[config.mk]
export PLATFORM = sky130hd
export DESIGN_NAME = lpis_seq
export DESIGN_NICKNAME = d
export VERILOG_FILES = /design/src/rtl/lpis_pkg.sv /design/src/rtl/lpis_seq.sv
export SDC_FILE = /design/constraint.sdc
export NUM_CORES = 1
export LEC_CHECK = 0
export BUFFER_PORTS_ARGS = -buffer_cell sky130_fd_sc_hd__clkbuf_2
export CORE_AREA = 2 2 161 163
export DETAILED_ROUTE_END_ITERATION = 6
export DIE_AREA = 0 0 163 165
export HOLD_SLACK_MARGIN = 0.02
export PLACE_DENSITY = 0.77
export SYNTH_ARGS = -nofsm -noshare
export SYNTH_HDL_FRONTEND = slang
export SYNTH_SLANG_ARGS = --single-unit
export TNS_END_PERCENT = 100
[constraint.sdc]
create_clock -name clk -period 15 [get_ports clk]
set_input_delay 4.5 -clock clk [delete_from_list [all_inputs] [get_ports clk]]
set_output_delay 4.5 -clock clk [all_outputs]
set_load 0.02 [all_outputs]
[src/rtl/lpis_pkg.sv]
package lpis_pkg;

    localparam int MAX_VALUES = 4096;
    localparam int ADDR_W     = $clog2(MAX_VALUES);
    localparam int FILL_W     = ADDR_W + 1;
    localparam int COUNT_W    = 13;
    localparam int LEN_W      = (COUNT_W > FILL_W) ? COUNT_W : FILL_W;
    localparam int OFFSET_W   = 31;
    localparam int SPAN_W     = OFFSET_W + 1;
    localparam int BASE_W     = 46;
    localparam int IDX_W      = 47;
    localparam int MEM_W      = IDX_W + 1;
    localparam int PIDX_W     = 48;
    localparam int CNTR_W     = 32;
    localparam int SLOT_W     = 12;
    localparam int CFG_IDX_W  = 2;

    localparam logic [1:0] CMD_ELEMENT = 2'd0;
    localparam logic [1:0] CMD_READ    = 2'd1;
    localparam logic [1:0] CMD_CLEAR   = 2'd2;

    localparam logic [1:0] MODE_LIST   = 2'd0;
    localparam logic [1:0] MODE_VIEW   = 2'd1;
    localparam logic [1:0] MODE_FIXED  = 2'd2;

    localparam logic [1:0] STAT_OK     = 2'd0;
    localparam logic [1:0] STAT_SHARED = 2'd1;
    localparam logic [1:0] STAT_RANGE  = 2'd2;

    localparam logic [CFG_IDX_W-1:0] CFG_LIST_MODE   = 2'd0;
    localparam logic [CFG_IDX_W-1:0] CFG_BASE_PARENT = 2'd1;
    localparam logic [CFG_IDX_W-1:0] CFG_VALUES_BASE = 2'd2;
    localparam logic [CFG_IDX_W-1:0] CFG_FIXED_LEN   = 2'd3;

    typedef struct packed {
        logic [1:0]          command;
        logic [OFFSET_W-1:0] value_offset;
        logic [COUNT_W-1:0]  value_count;
        logic                element_valid;
        logic [SLOT_W-1:0]   slot_address;
    } in_t;

    typedef struct packed {
        logic [1:0]               status;
        logic signed [PIDX_W-1:0] parent_index;
        logic                     index_valid;
    } out_t;

    typedef struct packed {
        logic [1:0]          list_mode;
        logic [BASE_W-1:0]   base_parent;
        logic [OFFSET_W-1:0] values_base;
        logic [COUNT_W-1:0]  fixed_len;
    } cfg_t;

    typedef struct packed {
        logic              wr_en;
        logic [ADDR_W-1:0] wr_addr;
        logic [MEM_W-1:0]  wr_data;
        logic              rd_en;
        logic [ADDR_W-1:0] rd_addr;
    } mem_req_t;

endpackage

[src/rtl/lpis_seq.sv]
module lpis_seq (
    input  logic                         clk,
    input  logic                         rst_n,
    input  logic                         start,
    input  lpis_pkg::in_t                item,
    input  lpis_pkg::cfg_t               cfg,
    input  logic [lpis_pkg::MEM_W-1:0]   rd_data,
    output lpis_pkg::mem_req_t           req,
    output logic                         busy,
    output logic                         done,
    output lpis_pkg::out_t               result
);

    localparam int ADDR_W = lpis_pkg::ADDR_W;
    localparam int LEN_W  = lpis_pkg::LEN_W;
    localparam int SPAN_W = lpis_pkg::SPAN_W;
    localparam int MEM_W  = lpis_pkg::MEM_W;
    localparam int IDX_W  = lpis_pkg::IDX_W;

    typedef enum logic [2:0] {
        S_IDLE,
        S_CLEAR,
        S_RANGE,
        S_CHECK,
        S_WRITE,
        S_READ
    } state_t;

    state_t                          state_reg;
    logic [LEN_W-1:0]                ptr_reg;
    logic [LEN_W-1:0]                count_reg;
    logic [SPAN_W-1:0]               start_reg;
    logic [SPAN_W-1:0]               end_reg;
    logic                            under_reg;
    logic                            oor_reg;
    logic                            pend_reg;
    logic                            clr_rep_reg;
    logic [IDX_W-1:0]                parent_reg;
    logic [lpis_pkg::CNTR_W-1:0]     counter_reg;
    logic [lpis_pkg::FILL_W-1:0]     fill_reg;
    logic [1:0]                      err_reg;
    logic                            done_reg;
    logic [lpis_pkg::PIDX_W-1:0]     pidx_reg;
    logic                            pvalid_reg;

    logic [SPAN_W-1:0] opb;
    logic [SPAN_W-1:0] sum;
    logic [SPAN_W-1:0] diff;
    logic [IDX_W-1:0]  parent_sum;
    logic              more;
    logic              range_bad;

    // one adder serves the range end, the slot address and the fill update
    assign opb  = (state_reg == S_RANGE) ? SPAN_W'(count_reg) : SPAN_W'(ptr_reg);
    assign sum  = start_reg + opb;
    assign more = (ptr_reg != count_reg);

    assign diff       = {1'b0, item.value_offset} - {1'b0, cfg.values_base};
    assign parent_sum = {1'b0, cfg.base_parent} + IDX_W'(counter_reg);
    assign range_bad  = under_reg
                     || (start_reg > SPAN_W'(lpis_pkg::MAX_VALUES))
                     || (sum > SPAN_W'(lpis_pkg::MAX_VALUES));

    always_comb
    begin
        req.wr_en   = (state_reg == S_CLEAR) || ((state_reg == S_WRITE) && more);
        req.wr_addr = (state_reg == S_CLEAR) ? ptr_reg[ADDR_W-1:0] : sum[ADDR_W-1:0];
        req.wr_data = (state_reg == S_CLEAR) ? '0 : {1'b1, parent_reg};
        req.rd_en   = ((state_reg == S_IDLE) && start && (item.command == lpis_pkg::CMD_READ))
                   || ((state_reg == S_CHECK) && more);
        req.rd_addr = (state_reg == S_IDLE) ? ADDR_W'(item.slot_address) : sum[ADDR_W-1:0];
    end

    assign busy                = (state_reg != S_IDLE);
    assign done                = done_reg;
    assign result.status       = err_reg;
    assign result.parent_index = pidx_reg;
    assign result.index_valid  = pvalid_reg;

    always_ff @(posedge clk or negedge rst_n)
    begin
        if (!rst_n)
        begin
            state_reg   <= S_CLEAR;
            ptr_reg     <= '0;
            pend_reg    <= 1'b0;
            clr_rep_reg <= 1'b0;
            counter_reg <= '0;
            fill_reg    <= '0;
            err_reg     <= lpis_pkg::STAT_OK;
            done_reg    <= 1'b0;
            pidx_reg    <= '0;
            pvalid_reg  <= 1'b0;
        end
        else
        begin
            done_reg   <= 1'b0;
            pidx_reg   <= '0;
            pvalid_reg <= 1'b0;
            unique case (state_reg)
                S_IDLE:
                begin
                    if (start)
                    begin
                        unique case (item.command)
                            lpis_pkg::CMD_ELEMENT:
                            begin
                                if (err_reg != lpis_pkg::STAT_OK)
                                begin
                                    done_reg <= 1'b1;
                                end
                                else if ((cfg.list_mode == lpis_pkg::MODE_LIST)
                                      || ((cfg.list_mode == lpis_pkg::MODE_VIEW)
                                          && item.element_valid))
                                begin
                                    start_reg  <= diff;
                                    under_reg  <= diff[SPAN_W-1];
                                    count_reg  <= LEN_W'(item.value_count);
                                    parent_reg <= parent_sum;
                                    state_reg  <= S_RANGE;
                                end
                                else if ((cfg.list_mode == lpis_pkg::MODE_FIXED)
                                      && item.element_valid)
                                begin
                                    start_reg  <= SPAN_W'(fill_reg);
                                    under_reg  <= 1'b0;
                                    count_reg  <= LEN_W'(cfg.fixed_len);
                                    parent_reg <= parent_sum;
                                    state_reg  <= S_RANGE;
                                end
                                else
                                begin
                                    // skipped element: count it only
                                    counter_reg <= counter_reg + 1'b1;
                                    done_reg    <= 1'b1;
                                end
                            end
                            lpis_pkg::CMD_READ:
                            begin
                                oor_reg   <= (SPAN_W'(item.slot_address)
                                              >= SPAN_W'(lpis_pkg::MAX_VALUES));
                                state_reg <= S_READ;
                            end
                            lpis_pkg::CMD_CLEAR:
                            begin
                                counter_reg <= '0;
                                fill_reg    <= '0;
                                err_reg     <= lpis_pkg::STAT_OK;
                                ptr_reg     <= '0;
                                clr_rep_reg <= 1'b1;
                                state_reg   <= S_CLEAR;
                            end
                            default:
                            begin
                                done_reg <= 1'b1;
                            end
                        endcase
                    end
                end
                S_RANGE:
                begin
                    end_reg <= sum;
                    if (range_bad)
                    begin
                        err_reg   <= lpis_pkg::STAT_RANGE;
                        done_reg  <= 1'b1;
                        state_reg <= S_IDLE;
                    end
                    else
                    begin
                        ptr_reg   <= '0;
                        pend_reg  <= 1'b0;
                        state_reg <= S_CHECK;
                    end
                end
                S_CHECK:
                begin
                    // reads are issued back to back; each read's data is checked in the cycle after it is issued
                    if (pend_reg && rd_data[MEM_W-1])
                    begin
                        err_reg   <= lpis_pkg::STAT_SHARED;
                        pend_reg  <= 1'b0;
                        done_reg  <= 1'b1;
                        state_reg <= S_IDLE;
                    end
                    else if (!more)
                    begin
                        pend_reg <= 1'b0;
                        if (!pend_reg)
                        begin
                            ptr_reg   <= '0;
                            state_reg <= S_WRITE;
                        end
                    end
                    else
                    begin
                        ptr_reg  <= ptr_reg + 1'b1;
                        pend_reg <= 1'b1;
                    end
                end
                S_WRITE:
                begin
                    if (more)
                    begin
                        ptr_reg <= ptr_reg + 1'b1;
                    end
                    else
                    begin
                        counter_reg <= counter_reg + 1'b1;
                        if (cfg.list_mode == lpis_pkg::MODE_FIXED)
                        begin
                            fill_reg <= end_reg[lpis_pkg::FILL_W-1:0];
                        end
                        done_reg  <= 1'b1;
                        state_reg <= S_IDLE;
                    end
                end
                S_READ:
                begin
                    if (!oor_reg && rd_data[MEM_W-1])
                    begin
                        pidx_reg   <= {1'b0, rd_data[IDX_W-1:0]};
                        pvalid_reg <= 1'b1;
                    end
                    else
                    begin
                        pidx_reg <= '1;
                    end
                    done_reg  <= 1'b1;
                    state_reg <= S_IDLE;
                end
                S_CLEAR:
                begin
                    if (ptr_reg[ADDR_W-1:0] == ADDR_W'(lpis_pkg::MAX_VALUES - 1))
                    begin
                        done_reg    <= clr_rep_reg;
                        clr_rep_reg <= 1'b0;
                        state_reg   <= S_IDLE;
                    end
                    else
                    begin
                        ptr_reg <= ptr_reg + 1'b1;
                    end
                end
                default:
                begin
                    state_reg <= S_IDLE;
                end
            endcase
        end
    end

endmodule

# Yosys cells after proc, flatten, opt, wreduce, memory -nomap -nowiden
# Cells that the tools add are included.
# classes
magnitude_cmp	2
n_div	0
bitwise_logic	1
n_mux	70
eq_ne	31
n_shift	0
multipliers	0
reduce_logical	33
n_addsub	5
# op_table
operator	count
2-to-1 mux 32 bit	7
2-to-1 mux 13 bit	13
2-to-1 mux 48 bit	3
one-hot mux 32 bit (2 select lines)	2
2-to-1 mux 47 bit	2
one-hot mux 13 bit (5 select lines)	1
greater-than comparator 32 x 13 -> 1 bit, second input constant	2
adder 46 x 32 -> 47 bit	1
adder 32 x 1 -> 32 bit, second input constant	1
adder 32 x 13 -> 32 bit	1
subtractor 31 x 31 -> 32 bit	1
2-to-1 mux 3 bit	9
one-hot mux 13 bit (2 select lines)	1
2-to-1 mux 12 bit	2
2-to-1 mux 1 bit	18
AND reduction 8 bit	2
one-hot mux 3 bit (5 select lines)	1
inequality test 2 bit, second input constant	7
adder 13 x 1 -> 13 bit, second input constant	1
inequality test 13 bit	1
== test 12 bit, second input constant	1
inequality test 3 bit, second input constant	4
2-to-1 mux 2 bit	5
AND reduction 5 bit	2
other kinds (27)	54
# word_totals
rom_bits	0
output_inout_bits	127
memories	0
wordCells	157
input_bits	202
register_bits	221
ramBits	0
latchBits	0

# Longest topological paths before layout
# Gate-level depths: netlist (run 1).
# logic_depth
ltp_word	8
ltp_mapped	19
mapped_depth_nobuf	17

# Least setup slack after synthesis (run 1)
# Ideal clock, no wire load.
# synth_timing
path_type	input-to-output
from	input port item[58] in the netlist's numbering
to	output port req[12] in the netlist's numbering
path_stages	3
slack_ns	5.508
arrival_ns	4.992
cell_sequence	inv_1 ha_1 a31o_2
# synth_rtl
element	line_no	text
start: declaration	lpis_seq.sv:5	input lpis_pkg::in_t item,
end: declaration	lpis_seq.sv:8	output lpis_pkg::mem_req_t req,

==> results by group, run 1 <==
Worst setup path
  – Buf+Inv Stages, Crit Path: 3
  – Crit-path most repeated cell: clkbuf_2
  – Crit path kind: in -> out
  – Worst-path maximum fanout: 3
  – Critical path, cell by cell: clkbuf_2, inv_1, ha_1, a31o_2, clkbuf_2
  – Critical Path RT: 10.50 ns
  – Worst setup SP type: input pin
  – Top delay family on crit path: buffers and inverters
  – CP arrival: 5.23 ns
  – Reg2reg setup slack: 9.71 ns
  – Slowest cell on crit path: a31o_2
  – CP peak stage delay: 0.23 ns
  – Worst Setup End Kind: output pin

Clocking
  – Total CTS buffers: 25
  – H-tree depth: 1
  – CTS tree: done
  – Post-CTS Repair Setup Buffers: 0
  – Clk pin slew, worst setup/hold paths: 0.06 ns
  – Hold buffer count at cts: 0
  – CTS sink count: 220
  – Clock tree buffer depth: 3
  – Worst skew pair latency: 0.52 ns
  – Post-CTS resize count: 0
  – Root Buffer: clkbuf_16

Synth
  – Synth Warn #: 0
  – Syn avg cell area: 9.39 µm²
  – Net count after synthesis: 1,741
  – Mapped Area: 13,700 µm²
  – Xor/xnor share of the synthesized area: 0.0635
  – Most used DFF post-synth: dfrtp_1
  – Synth Area in Compound Gates: 0.154
  – Adder-cell share of the synthesized area: 0.0796
  – Ys async rst share: 0.523
  – Simple-Gate Fraction of Synth Area: 0.184
  – Synthesized flop and latch total: 220
  – Post-synthesis mux area share: 0.0270
  – Largest family of logic cells by synthesized area: simple AND/OR/NAND/NOR gates
  – Post-synth EDFFs: 105
  – Register area share after synthesis: 0.442
  – Post-synth cell types: 72
  – Mapped Cells: 1,454

Power and ir drop
  – Leakage: 0.00791 µW
  – Peak VDD IR: 0.0652 mV
  – Combinational share of power: 0.103
  – Psw: 333 µW
  – Sequential share of power: 0.462
  – P per Cell Area: 83.6 nW/µm²
  – Switching share of power: 0.242
  – Int Pwr: 1040 µW
  – Power share of the clock group: 0.434

Timing
  – Final min period: 9.73 ns
  – Endpoints failing hold: 0
  – Slew margin rel.: 0.247
  – Setup TNS: 0 ns
  – Worst slew pin tran: 1.13 ns
  – Period utilisation layout: 0.648
  – Top achievable clock speed: 0.103 GHz
  – Slew Limit Fails: 0
  – RSZ-0062 raised after global routing: false
  – Worst Clk Skew: 0.0116 ns
  – Final setup fails: 0
  – Final worst slack: 5.27 ns

Finish
  – Commonest non-fill, non-tap cell in the layout: clkbuf_2
  – Area Growth Syn to Fin: 20.4%
  – Most frequent cells in the layout: clkbuf_2, inv_1, dfrtp_1, nand2_1, o21ai_0
  – # nets final: 2,060
  – Layout cells sized above 1: 0.242
  – Max reg flops: 48
  – Fillers: 2,093

Routing
  – Residual DRC: 0
  – Routed Antenna Nets: 0
  – Vias per inst: 5.64
  – Drt wl/cell: 17.4 µm
  – Drt pass-1 iters: 6
  – WL final: 36.9 mm
  – Initial drt markers: 1,010
  – Via count: 12,000

Die
  – Die H: 165 µm
  – Floorplan core area: 25,000 µm²
  – Die width: 163 µm
  – Starting Density: 0.545
  – Site Rows: 58
  – I/O Pins: 329
  – Die Area: 26,900 µm²

Global route
  – GRT overflow: 0
  – Global-route wire length before repair: 58.5 mm
  – Antenna violations before repair: 2
  – Vias in the first global route: 11,400
  – Largest net degree at the start of global routing: 66
  – Total GRT Usage: 0.272

Placed design
  – DP Worst Slack: 5.27 ns
  – Buffers on Ports: 328
  – Routability Congestion: 0.922
  – DP HPWL: 27.4 mm

Run status
  – Status: finished clean

Run
  – MaxCap Viol Count: 0

Worst hold path
  – Hold WC Path Type: reg -> reg
-- per-stage QoR --
step | hold WS (ns) | power, µW | cell area (µm²) | util | std cells
floorplan | 0.445 | 732 | 13700 | - | 1454
global placement | 0.454 | 784 | 15600 | 0.624 | 2076
detailed placement | 0.470 | 787 | 15600 | 0.624 | 2076
CTS | 0.483 | 1380 | 16400 | 0.656 | 2122
global route | 0.512 | 1420 | 16400 | 0.656 | 2124
finish | 0.478 | 1370 | 16400 | 0.656 | 2124
-- routing by layer --
metal	track usage	part of all wire	vias to the layer above
li1	-	-	5778
met1	0.365	0.42	5643
met2	0.451	0.47	482
met3	0.0442	0.075	71
met4	0.0929	0.030	0
met5	0	0	-
-- power by group through the flow --
stage / Clock (µW) / Combinational (µW) / Sequential, µW
6_report: 597 / 142 / 634
5_1_grt: 630 / 160 / 634
4_1_cts: 607 / 142 / 634
3_5_place_dp: 0 / 141 / 646
3_3_place_gp: 0 / 137 / 646
2_1_floorplan: 0 / 85.0 / 647
-- area by class of cell --
type / count / area [µm²] / area share
multi-input combinational: 1054 / 6960 / 0.423
sequential: 220 / 6030 / 0.367
timing repair buffer: 339 / 1730 / 0.105
clock buffer: 34 / 731 / 0.0445
inverter: 133 / 499 / 0.0304
tap: 330 / 413 / 0.0251
clock inverter: 12 / 70.1 / 0.00426
antenna: 2 / 5.00 / 0.000305
-- worst min-delay path, stage by stage, from the launching register on --
cell and delay (ns):
edfxtp_1 0.32, nand3_1 0.06, o21ai_0 0.07
-- Yosys cell counts, types with 24 or more instances --
cell type,count,share of area
xnor2_1,49,0.031
inv_1,132,0.036
nand4_1,24,0.011
a21oi_1,104,0.038
and3_1,25,0.011
nor3_1,25,0.0092
nand3_1,51,0.019
nand2_1,112,0.031
ha_1,82,0.075
xor2_1,50,0.032
mux2_2,31,0.026
edfxtp_1,105,0.23
dfrtp_1,114,0.21
o21ai_0,108,0.040
and2_1,58,0.027
clkbuf_1,45,0.012
nor2_1,105,0.029
-- cells by family (layout without fill, tap and decap cells) --
logic type | count (synthesis) | count (layout)
AND/OR/NAND/NOR | 495 | 495
AO/OA/AOI/OAI | 342 | 342
flip-flops | 220 | 220
buffers and inverters | 180 | 518
XOR/XNOR | 99 | 99
adder cells (fa/ha/maj) | 85 | 85
multiplexers | 33 | 33
other | 0 | 2
-- final timing paths --
path,cells past startpoint,endpoint,start
setup / recovery,5,req[12],item[58]
hold / removal,2,fill_reg[1],end_reg[1]
setup reg to reg,15,ptr_reg[12],state_reg[2]
hold reg to reg,2,fill_reg[1],end_reg[1]
max in group asynchronous,2,pidx_reg[29],rst_n
min in group asynchronous,1,counter_reg[12],rst_n
(Power assumes the default switching activity.)
==> run 2: changes to the inputs <==
- CORE_AREA: 2 2 161 163 -> 2 2 169 171
- DIE_AREA: 0 0 163 165 -> 0 0 171 173
- PLACE_DENSITY: 0.77 -> 0.73
- clock period: 15 -> 8.4 ns (I/O delays scaled with it)
==> run 2 against run 1 <==
Cell count rose by 2.2%; combinational power grew 77%; clock-buffer cell count up 2; clock skew shrank 0.0017 ns; clock power up 86%; sequential cell count unchanged; largest cell class unchanged; largest power group unchanged.
==> results by group, run 2 (same netlist as run 1, synthesis figures left out) <==
Die
  – Site Rows: 61 (was 58)
  – Floorplan core area: 27,600 µm² (was 25,000 µm²)
  – Die Area: 29,600 µm² (was 26,900 µm²)
  – Die width: 171 µm (was 163 µm)
  – Starting Density: 0.494 (was 0.545)
  – I/O Pins: 329 (unchanged)
  – Die H: 173 µm (was 165 µm)

Clocking
  – Clk pin slew, worst setup/hold paths: 0.06 ns (about the same)
  – Hold buffer count at cts: 0 (unchanged)
  – Post-CTS resize count: 0 (unchanged)
  – Total CTS buffers: 25 (unchanged)
  – CTS sink count: 220 (unchanged)
  – H-tree depth: 1 (unchanged)
  – Root Buffer: clkbuf_16 (unchanged)
  – Post-CTS Repair Setup Buffers: 0 (unchanged)
  – Clock tree buffer depth: 3 (unchanged)
  – Worst skew pair latency: 0.53 ns (was 0.52 ns)
  – CTS tree: done (unchanged)

Worst hold path
  – Hold WC Path Type: reg -> reg (unchanged)
  – Hold Path Origin: end_reg[9] (was end_reg[1])

Worst setup path
  – Worst setup SP type: register (was input pin)
  – Critical Path RT: 5.88 ns (was 10.50 ns)
  – Crit path kind: reg -> out (was in -> out)
  – CP arrival: 4.66 ns (was 5.23 ns)
  – Worst-path maximum fanout: 16 (was 3)
  – Worst Setup End Kind: output pin (unchanged)
  – R2r startpoint: state_reg[2] (unchanged)
  – CP startpoint: state_reg[2] (was item[58])

Routing
  – Via count: 11,800 (was 12,000)
  – Drt pass-1 iters: 5 (was 6)
  – Initial drt markers: 879 (was 1,010)
  – Routed Antenna Nets: 0 (unchanged)
  – Drt wl/cell: 16.3 µm (was 17.4 µm)
  – Residual DRC: 0 (unchanged)
  – Vias per inst: 5.43 (was 5.64)
  – WL final: 35.4 mm (was 36.9 mm)

Global route
  – Total GRT Usage: 0.235 (was 0.272)
  – Largest net degree at the start of global routing: 66 (unchanged)
  – Vias in the first global route: 11,500 (was 11,400)
  – Global-route wire length before repair: 56.7 mm (was 58.5 mm)
  – Antenna violations before repair: 0 (was 2)
  – GRT overflow: 0 (unchanged)

Timing
  – Final min period: 7.18 ns
  – Worst slew pin tran: 1.16 ns (was 1.13 ns)
  – Setup TNS: 0 ns (unchanged)
  – Period utilisation layout: 0.854
  – Final setup fails: 0 (unchanged)
  – Hold Slack: 0.482 ns (was 0.478 ns)
  – Slew margin rel.: 0.228 (was 0.247)
  – RSZ-0062 raised after global routing: false (unchanged)
  – Endpoints failing hold: 0 (unchanged)
  – Slew Limit Fails: 0 (unchanged)
  – Top achievable clock speed: 0.139 GHz
  – Worst Clk Skew: 0.00991 ns (was 0.0116 ns)

Finish
  – Final instance area: 16,500 µm² (was 16,400 µm²)
  – Max reg flops: 48 (unchanged)
  – Area Growth Syn to Fin: 21.1% (was 20.4%)
  – # nets final: 2,061 (was 2,060)
  – Layout cells sized above 1: 0.239 (was 0.242)
  – Number of diodes: 0 (was 2)
  – Final Util: 0.598 (was 0.656)
  – Commonest non-fill, non-tap cell in the layout: clkbuf_2 (unchanged)
  – Most frequent cells in the layout: clkbuf_2, inv_1, dfrtp_1, nand2_1, o21ai_0 (unchanged)

Placed design
  – Post-DP Area: 15,700 µm² (was 15,600 µm²)
  – DP HPWL: 26.8 mm (was 27.4 mm)
  – Routability Congestion: 0.893 (was 0.922)
  – Buffers on Ports: 328 (unchanged)

Power and ir drop
  – Peak VDD IR: 0.154 mV (was 0.0652 mV)
  – P per Cell Area: 151 nW/µm² (was 83.6 nW/µm²)
  – Overall Power: 2490 µW (was 1370 µW)
  – Leakage: 0.00791 µW (about the same)

Run status
  – Status: finished clean (unchanged)

Run
  – MaxCap Viol Count: 0 (unchanged)
[run 2: cell count changes in the layout (fill, tap and decap cells not counted)]
cell and change:
buf_4 +1, bufinv_16 +2, clkbuf_1 +3, clkbuf_16 -1, clkinv_1 +2, clkinv_2 -6, clkinv_4 +2, diode_2 -2
inv_2 -1, inv_4 -1
[run 2: cell type report]
cell class              count  area (µm²)
repair buffers            340        1730
multi-input cells        1054        6960
inverters                 133         499
well taps                 378         473
clock buffers              36         717
fillers                  2421       11100
flip-flops and latches    220        6030
clock inverters            10         115
[run 2: metal layers]
metal	part of all wire	wire, µm	global-route usage	vias up
li1	-	-	-	5797
met1	0.44	15600	0.316	5496
met3	0.068	2400	0.0359	56
met5	0	0	0	-
met4	0.023	832	0.0632	0
met2	0.47	16600	0.395	438
[run 2: worst max-delay path: stages (launching register included)]
cell and delay (ns):
dfrtp_1 0.54, nand2b_1 0.24, nor2_1 0.21, buf_4 0.27
mux2_2 0.38, ha_1 0.30, a211oi_1 0.38, o21ai_0 0.26
a2111oi_0 0.67, nor2_1 0.14, xnor2_1 0.35, mux2_2 0.22
clkbuf_2 0.16
[run 2: stage by stage]
step                instances  setup WS (ns)
floorplan                1454           1.09
global placement         2125           1.99
detailed placement       2125           1.81
CTS                      2171           1.27
global route             2171          0.924
finish                   2171           1.22
[run 2: final timing paths]
path / to / slack (ns) / cells after the start
max in group asynchronous: pidx_reg[17] / 5.11 / 2
worst max register to register: ptr_reg[11] / 3.20 / 15
worst min register to register: fill_reg[9] / 0.48 / 2
min in group asynchronous: counter_reg[12] / 2.07 / 1
worst min-delay path: fill_reg[9] / 0.48 / 2
worst max-delay path: req[11] / 1.22 / 12
[run 2: where the power goes]
part / switching, µW / internal [µW] / leakage, µW / total, µW
logic: 139 / 113 / 0.00510 / 252
registers: 0.288 / 1130 / 0.00240 / 1130
clock network: 450 / 656 / 0.000407 / 1110
total: 589 / 1900 / 0.00791 / 2490
